**src/hdl/gzip_header_skipper_macros.svh**
```systemverilog
// assertion helpers shared by the rtl files
`ifndef GZIP_HEADER_SKIPPER_MACROS_SVH
`define GZIP_HEADER_SKIPPER_MACROS_SVH

// same-cycle implication, checked outside reset
`define GZHS_ASSERT_NOW(lbl, ante, cons, msg) \
    lbl: assert property (@(posedge i_clk) disable iff (!i_rst_n) (ante) |-> (cons)) \
        else $error(msg);

// next-cycle implication, checked outside reset
`define GZHS_ASSERT_NEXT(lbl, ante, cons, msg) \
    lbl: assert property (@(posedge i_clk) disable iff (!i_rst_n) (ante) |=> (cons)) \
        else $error(msg);

`endif

```
**src/hdl/gzhs_pkg.sv**
```systemverilog
`timescale 1ns / 1ps
package gzhs_pkg;

    typedef enum logic [3:0] {
        PH_FIXED   = 4'd0,
        PH_XLEN0   = 4'd1,
        PH_XLEN1   = 4'd2,
        PH_EXTRA   = 4'd3,
        PH_NAME    = 4'd4,
        PH_COMMENT = 4'd5,
        PH_HCRC    = 4'd6,
        PH_PAYLOAD = 4'd7,
        PH_ERROR   = 4'd8
    } t_phase;

    typedef enum logic [2:0] {
        ST_HEADER  = 3'd0,
        ST_PAYLOAD = 3'd1,
        ST_BAD     = 3'd2,
        ST_TRUNC   = 3'd3,
        ST_DISCARD = 3'd4
    } t_status;

    localparam logic [7:0] METHOD_DEFLATE = 8'd8;
    localparam logic [7:0] FL_RESV        = 8'hE0;
    localparam logic [4:0] FL_HCRC        = 5'h02;
    localparam logic [4:0] FL_EXTRA       = 5'h04;
    localparam logic [4:0] FL_NAME        = 5'h08;
    localparam logic [4:0] FL_COMMENT     = 5'h10;
    localparam int         POS_METHOD     = 2;
    localparam int         POS_FLAGS      = 3;
    localparam int         POS_FIXED_END  = 9;
    localparam logic [1:0] CRC_BYTES      = 2'd2;

    typedef struct packed {
        t_status     status;
        logic [7:0]  payload_byte;
        logic [31:0] position;
        logic        end_of_member;
    } t_result;

    function automatic t_phase after_comment(input logic [4:0] flags);
        return ((flags & FL_HCRC) != 5'd0) ? PH_HCRC : PH_PAYLOAD;
    endfunction

    function automatic t_phase after_name(input logic [4:0] flags);
        return ((flags & FL_COMMENT) != 5'd0) ? PH_COMMENT : after_comment(flags);
    endfunction

    function automatic t_phase after_extra(input logic [4:0] flags);
        return ((flags & FL_NAME) != 5'd0) ? PH_NAME : after_name(flags);
    endfunction

    function automatic t_phase after_fixed(input logic [4:0] flags);
        return ((flags & FL_EXTRA) != 5'd0) ? PH_XLEN0 : after_extra(flags);
    endfunction

endpackage

```
**src/hdl/gzip_header_skipper.sv**
```systemverilog
// result: the result word for an accepted input word is registered in the output stage before the master side
// throughput: one word per cycle while s_axis_tready is high, each byte takes one combinational pass of the parser
// stall: the two-entry output stage takes one more word after the receiver stops, then tready drops
// reset: i_rst_n synchronous, active low; parser returns to the fixed header, offset zero
// the parser also rearms by itself after every word marked with tlast
`timescale 1ns / 1ps
module gzip_header_skipper #(
    parameter int POSITION_BITS = 32
) (
    input  logic        i_clk,
    input  logic        i_rst_n,
    input  logic        s_axis_tvalid,
    output logic        s_axis_tready,
    input  logic [7:0]  s_axis_tdata,   // [7:0] data_byte
    input  logic        s_axis_tlast,   // last_byte
    output logic        m_axis_tvalid,
    input  logic        m_axis_tready,
    output logic [39:0] m_axis_tdata,   // [7:0] payload_byte, [39:8] position
    output logic [2:0]  m_axis_tuser,   // [2:0] status
    output logic        m_axis_tlast    // end_of_member
);
    import gzhs_pkg::*;
    `include "gzip_header_skipper_macros.svh"

    t_result core_result;
    t_result out_result;
    logic    accept;

    assign accept = s_axis_tvalid && s_axis_tready;

    gzhs_parser #(
        .POSITION_BITS(POSITION_BITS)
    ) u_parser (
        .i_clk    (i_clk),
        .i_rst_n  (i_rst_n),
        .i_accept (accept),
        .i_data   (s_axis_tdata),
        .i_last   (s_axis_tlast),
        .o_result (core_result)
    );

    gzhs_out_stage u_out (
        .i_clk    (i_clk),
        .i_rst_n  (i_rst_n),
        .i_valid  (s_axis_tvalid),
        .o_ready  (s_axis_tready),
        .i_result (core_result),
        .o_valid  (m_axis_tvalid),
        .i_ready  (m_axis_tready),
        .o_result (out_result)
    );

    assign m_axis_tdata = {out_result.position, out_result.payload_byte};
    assign m_axis_tuser = out_result.status;
    assign m_axis_tlast = out_result.end_of_member;

    `GZHS_ASSERT_NEXT(a_result_follows, accept, m_axis_tvalid,
        "accepted word produced no result")

endmodule

```
**src/hdl/gzhs_parser.sv**
```systemverilog
`timescale 1ns / 1ps
module gzhs_parser #(
    parameter int POSITION_BITS = 32
) (
    input  logic              i_clk,
    input  logic              i_rst_n,
    input  logic              i_accept,
    input  logic [7:0]        i_data,
    input  logic              i_last,
    output gzhs_pkg::t_result o_result
);
    import gzhs_pkg::*;
    `include "gzip_header_skipper_macros.svh"

    localparam logic [POSITION_BITS-1:0] POS_MAX = {POSITION_BITS{1'b1}};

    t_phase                   r_phase, n_phase;
    logic [4:0]               r_flags, n_flags;
    logic [15:0]              r_extra, n_extra;
    logic [1:0]               r_crc, n_crc;
    logic [POSITION_BITS-1:0] r_pos, n_pos;
    t_status                  status;
    logic [15:0]              extra_dec;
    logic [1:0]               crc_dec;
    logic [31:0]              pos_out;

    assign extra_dec = r_extra - 16'd1;
    assign crc_dec   = r_crc - 2'd1;

    always_comb begin
        n_phase = r_phase;
        n_flags = r_flags;
        n_extra = r_extra;
        n_crc   = r_crc;
        status  = ST_HEADER;
        case (r_phase)
            PH_FIXED: begin
                if (r_pos == POSITION_BITS'(POS_METHOD) && i_data != METHOD_DEFLATE) begin
                    status  = ST_BAD;
                    n_phase = PH_ERROR;
                end else if (r_pos == POSITION_BITS'(POS_FLAGS) &&
                             (i_data & FL_RESV) != 8'd0) begin
                    status  = ST_BAD;
                    n_phase = PH_ERROR;
                end else begin
                    if (r_pos == POSITION_BITS'(POS_FLAGS)) begin
                        n_flags = i_data[4:0];
                    end
                    if (r_pos >= POSITION_BITS'(POS_FIXED_END)) begin
                        n_phase = after_fixed(r_flags);
                    end
                end
            end
            PH_XLEN0: begin
                n_extra = {8'd0, i_data};
                n_phase = PH_XLEN1;
            end
            PH_XLEN1: begin
                n_extra = {i_data, r_extra[7:0]};
                n_phase = ({i_data, r_extra[7:0]} == 16'd0) ? after_extra(r_flags) : PH_EXTRA;
            end
            PH_EXTRA: begin
                n_extra = extra_dec;
                if (extra_dec == 16'd0) begin
                    n_phase = after_extra(r_flags);
                end
            end
            PH_NAME: begin
                if (i_data == 8'd0) begin
                    n_phase = after_name(r_flags);
                end
            end
            PH_COMMENT: begin
                if (i_data == 8'd0) begin
                    n_phase = after_comment(r_flags);
                end
            end
            PH_HCRC: begin
                n_crc = crc_dec;
                if (crc_dec == 2'd0) begin
                    n_phase = PH_PAYLOAD;
                end
            end
            PH_PAYLOAD: begin
                status = ST_PAYLOAD;
            end
            default: begin
                status  = ST_DISCARD;
                n_phase = PH_ERROR;
            end
        endcase
        // crc count loads on entry to the crc section
        if (n_phase == PH_HCRC && r_phase != PH_HCRC) begin
            n_crc = CRC_BYTES;
        end
        if (i_last && status == ST_HEADER) begin
            status = ST_TRUNC;
        end
        if (i_last) begin
            n_phase = PH_FIXED;
            n_flags = 5'd0;
            n_extra = 16'd0;
            n_crc   = 2'd0;
            n_pos   = '0;
        end else if (r_pos != POS_MAX) begin
            n_pos = r_pos + POSITION_BITS'(1);
        end else begin
            n_pos = r_pos;
        end
    end

    // clamp the offset into the 32-bit result field
    generate
        if (POSITION_BITS > 32) begin : g_pos_wide
            assign pos_out = (|r_pos[POSITION_BITS-1:32]) ? 32'hFFFF_FFFF : r_pos[31:0];
        end else begin : g_pos_narrow
            assign pos_out = 32'(r_pos);
        end
    endgenerate

    always_comb begin
        o_result.status        = status;
        o_result.payload_byte  = (status == ST_PAYLOAD) ? i_data : 8'd0;
        o_result.position      = pos_out;
        o_result.end_of_member = i_last;
    end

    always_ff @(posedge i_clk) begin
        if (!i_rst_n) begin
            r_phase <= PH_FIXED;
            r_flags <= 5'd0;
            r_extra <= 16'd0;
            r_crc   <= 2'd0;
            r_pos   <= '0;
        end else if (i_accept) begin
            r_phase <= n_phase;
            r_flags <= n_flags;
            r_extra <= n_extra;
            r_crc   <= n_crc;
            r_pos   <= n_pos;
        end
    end

    `GZHS_ASSERT_NEXT(a_rearm, i_accept && i_last, r_phase == PH_FIXED && r_pos == '0,
        "parser did not rearm after last word")
    `GZHS_ASSERT_NOW(a_extra_nonzero, r_phase == PH_EXTRA, r_extra != 16'd0,
        "extra section entered with zero count")
    `GZHS_ASSERT_NOW(a_crc_nonzero, r_phase == PH_HCRC, r_crc != 2'd0,
        "crc section entered with zero count")

endmodule

```
**src/hdl/gzhs_out_stage.sv**
```systemverilog
`timescale 1ns / 1ps
module gzhs_out_stage (
    input  logic              i_clk,
    input  logic              i_rst_n,
    input  logic              i_valid,
    output logic              o_ready,
    input  gzhs_pkg::t_result i_result,
    output logic              o_valid,
    input  logic              i_ready,
    output gzhs_pkg::t_result o_result
);
    import gzhs_pkg::*;
    `include "gzip_header_skipper_macros.svh"

    logic    r_out_valid;
    logic    r_skid_valid;
    t_result r_out;
    t_result r_skid;
    logic    take;
    logic    pop;

    assign o_ready  = !r_skid_valid;
    assign take     = i_valid && o_ready;
    assign pop      = r_out_valid && i_ready;
    assign o_valid  = r_out_valid;
    assign o_result = r_out;

    always_ff @(posedge i_clk) begin
        if (!i_rst_n) begin
            r_out_valid  <= 1'b0;
            r_skid_valid <= 1'b0;
        end else begin
            if (r_skid_valid) begin
                if (pop) begin
                    r_skid_valid <= 1'b0;
                end
            end else if (take) begin
                if (!r_out_valid || pop) begin
                    r_out_valid <= 1'b1;
                end else begin
                    r_skid_valid <= 1'b1;
                end
            end else if (pop) begin
                r_out_valid <= 1'b0;
            end
        end
    end

    // payload registers, no reset
    always_ff @(posedge i_clk) begin
        if (r_skid_valid) begin
            if (pop) begin
                r_out <= r_skid;
            end
        end else if (take) begin
            if (!r_out_valid || pop) begin
                r_out <= i_result;
            end else begin
                r_skid <= i_result;
            end
        end
    end

    `GZHS_ASSERT_NOW(a_skid_behind_out, r_skid_valid, r_out_valid,
        "skid word held with empty output register")
    `GZHS_ASSERT_NEXT(a_skid_fill, take && r_out_valid && !i_ready, r_skid_valid,
        "stalled word not captured in skid register")

endmodule

```
**config.mk**
```make
export PLATFORM = sky130hd
export DESIGN_NAME = gzip_header_skipper
export DESIGN_NICKNAME = d
export VERILOG_FILES = /design/src/hdl/gzhs_pkg.sv /design/src/hdl/gzip_header_skipper.sv /design/src/hdl/gzhs_parser.sv /design/src/hdl/gzhs_out_stage.sv
export VERILOG_INCLUDE_DIRS = /design/src /design/src/hdl
export SDC_FILE = /design/constraint.sdc
export NUM_CORES = 1
export LEC_CHECK = 0
export BUFFER_PORTS_ARGS = -buffer_cell sky130_fd_sc_hd__buf_4
export CAP_MARGIN = 20
export CORE_MARGIN = 2
export CORE_UTILIZATION = 60
export DETAILED_ROUTE_END_ITERATION = 12
export PLACE_DENSITY = 0.8
export SYNTH_ARGS = -nofsm -noshare
export SYNTH_HDL_FRONTEND = slang
export SYNTH_SLANG_ARGS = --single-unit
```
**constraint.sdc**
```tcl
create_clock -name i_clk -period 5.25 [get_ports i_clk]
set_clock_uncertainty 0.2 [all_clocks]
set_input_delay 1.575 -clock i_clk [delete_from_list [all_inputs] [get_ports i_clk]]
set_output_delay 1.575 -clock i_clk [all_outputs]
set_load 0.01 [all_outputs]
```
==> reports/metrics.cfg <==
[timing]
finalCritPeriodShare_pct=68.74
drv_slew=0
fmax_mhz=277.1
worstMarginPinSlew_ns=0.9450
relSlewSlack_pct=36.58
hold_viol=0
rsz0062_at_grt=false
fin_setup_tns_ns=0
finalCriticalPeriod_ns=3.609
whs_ns=0.2941
finalSetupViolCount=0
setup_slack_ns=1.641

[floorplanning]
start_util_pct=61.35
die_w_um=112.1
io_pins=59
die-area_mm2=0.01256
rows=39
die_y_um=112.1
core_area_mm2=0.01142

[finish]
instances_no_fill=855
final_common_cell=edfxtp_1
final_util_pct=71.02
area_growth_pct=15.75
antenna_cells=0
fill_cells=843
drive_gt1_share_pct=21.91
final_nets=719
stdcell_area_mm2=0.008109
final_cell_mix=edfxtp_1, buf_4, dfxtp_1

[cts]
cts_setup_buffers=0
cts-resized-gates=0
clk_latency_ns=0.43
cts_tree=done
clock-root-buffer=clkbuf_16
clkTransAtPathRegs_ns=0.06
ctsLongestPathBuffers=2
htreeDepth=4
cts.sinks=148
hold_buffers=0
numCtsBuffers=17

[routing]
antenna_left=0
drt-total-wl_um=16090
drt-pass1-iter-count=5
vias=5263
drtIter0Drc=429
viasPerCell=6.156
post-route-drc-count=0
wire_per_inst_um=18.82

[synthesis]
avgSynthCellArea_um2=10.79
ys_seq_area_share_pct=54.87
synth-seq-cells=148
synthFlopType=edfxtp_1
syn_area_mm2=0.007005
synthCells=649
ys_warn_count=0
synth_nets=669
synth_edf_count=88
async_flop_share_pct=0
ys_types=68

[setup_path]
critPathSlowestCell=nor4_1
crit_arrival_ns=3.74
critical_path_class=primary input to flip-flop
required_ns=5.38
cp_max_fo=5
worstSetupEndpointType=flip-flop
cp-start-kind=primary input
slowest_delay_ns=0.52
cp_cell_sequence=buf_4, nor4_1, nand2_1, o21ai_0, nand4_1, o21ai_2, nor3b_2, o211ai_1, a221oi_1

[grt]
busiest_layer=met2
grt_max_degree=46
use_met1_pct=37.30
grtUsageMet3_pct=5.562
grt_remaining_overflow=0
grt_pass1_vias=4976
met2_usage_pct=42.18
antenna_found_initial=0
grt_first_pass_wirelength_um=26100
grt_usage_pct=26.67

[place]
place_ws_ns=1.255
gp_congestion=0.8743
numPlacedInstances=822
portBuffers=58
placed_cell_area_mm2=0.007536
dp_hpwl_um=10770

[outcome]
outcome=completed

[power]
total_power_mw=2.583
powerDensity_mw_per_mm2=318.5
power_leakage_nw=3.032
irDropWorstVdd_mv=0.3182

[min_path]
hold_path_class=flip-flop to flip-flop

[job]
maxCapViolCount=0

critical path, delay by kind of cell:
kind / cells / cell delay, ns
AOI/OAI and AO/OA: 4 / 0.94
buffers and inverters: 1 / 0.13
and+or+nand+nor: 4 / 1.09
cell type report:
type / count / area, um^2 / area share [%]
flip-flops and latches: 148 / 3844 / 47.40
multi-input cells: 450 / 2973 / 36.66
clock buffers: 22 / 495.5 / 6.110
repair buffers: 64 / 480.5 / 5.925
well taps: 143 / 178.9 / 2.206
clock inverters: 10 / 70.07 / 0.8641
inverters: 18 / 67.56 / 0.8332
final timing paths:
check | from | end | slack, ns | cells past startpoint
min reg2reg | u_parser.r_crc[1]$_SDFFE_PN0P_ | u_parser.r_crc[1]$_SDFFE_PN0P_ | 0.29 | 2
min | u_parser.r_crc[1]$_SDFFE_PN0P_ | u_parser.r_crc[1]$_SDFFE_PN0P_ | 0.29 | 2
max | s_axis_tdata[7] | u_parser.r_crc[1]$_SDFFE_PN0P_ | 1.64 | 9
max reg2reg | u_parser.r_extra[1]$_SDFFE_PN0P_ | u_parser.r_crc[1]$_SDFFE_PN0P_ | 1.86 | 10
layer usage:
| metal | part of all wire [%] | vias to the layer above |
|---|---|---|
| met5 | 0 | - |
| met4 | 1.6 | 0 |
| met3 | 6.2 | 23 |
| met2 | 48 | 202 |
| met1 | 45 | 2551 |
| li1 | - | 2487 |
report_power, final:
group	switching (mW)	internal (mW)
registers	0.0137	1.26
logic	0.0917	0.0640
clock network	0.479	0.671
synth_stat cells, types with 15 or more instances:
cell type	instances	area (um^2)
a21oi_1	28	140.1
clkbuf_1	30	112.6
nand3_1	15	75.07
nor2b_1	21	131.4
inv_1	18	67.56
a22oi_1	16	120.1
mux2_2	37	416.7
edfxtp_1	88	2643
and2_1	15	93.84
o21ai_0	40	200.2
dfxtp_1	60	1201
nor2_1	50	187.7
nor3_1	18	90.09
xor2_1	17	148.9
nand2_1	55	206.5
cells by family (layout without fill, tap and decap cells):
kind of cell / Yosys count / in the layout / share of synthesized area [%]
DFF: 148 / 148 / 54.87
adders and majority gates: 7 / 7 / 1.250
buffers and inverters: 51 / 114 / 2.875
xor gates and xnor gates: 28 / 28 / 3.501
muxes: 37 / 37 / 5.947
AOI/OAI and AO/OA: 125 / 125 / 11.61
and+or+nand+nor: 253 / 253 / 19.95
flip-flops by register name, summed over array words and instances, names as in the netlist:
register,flops
u_parser.r_extra,16
u_parser.r_flags,4
u_parser.pos_out,32
u_out.r_skid,44
u_out.r_skid_valid,1
u_parser.r_crc,2
u_out.o_valid,1
u_out.o_result,44
u_parser.r_phase,4
No activity file was read; power rests on OpenSTA's default activity.
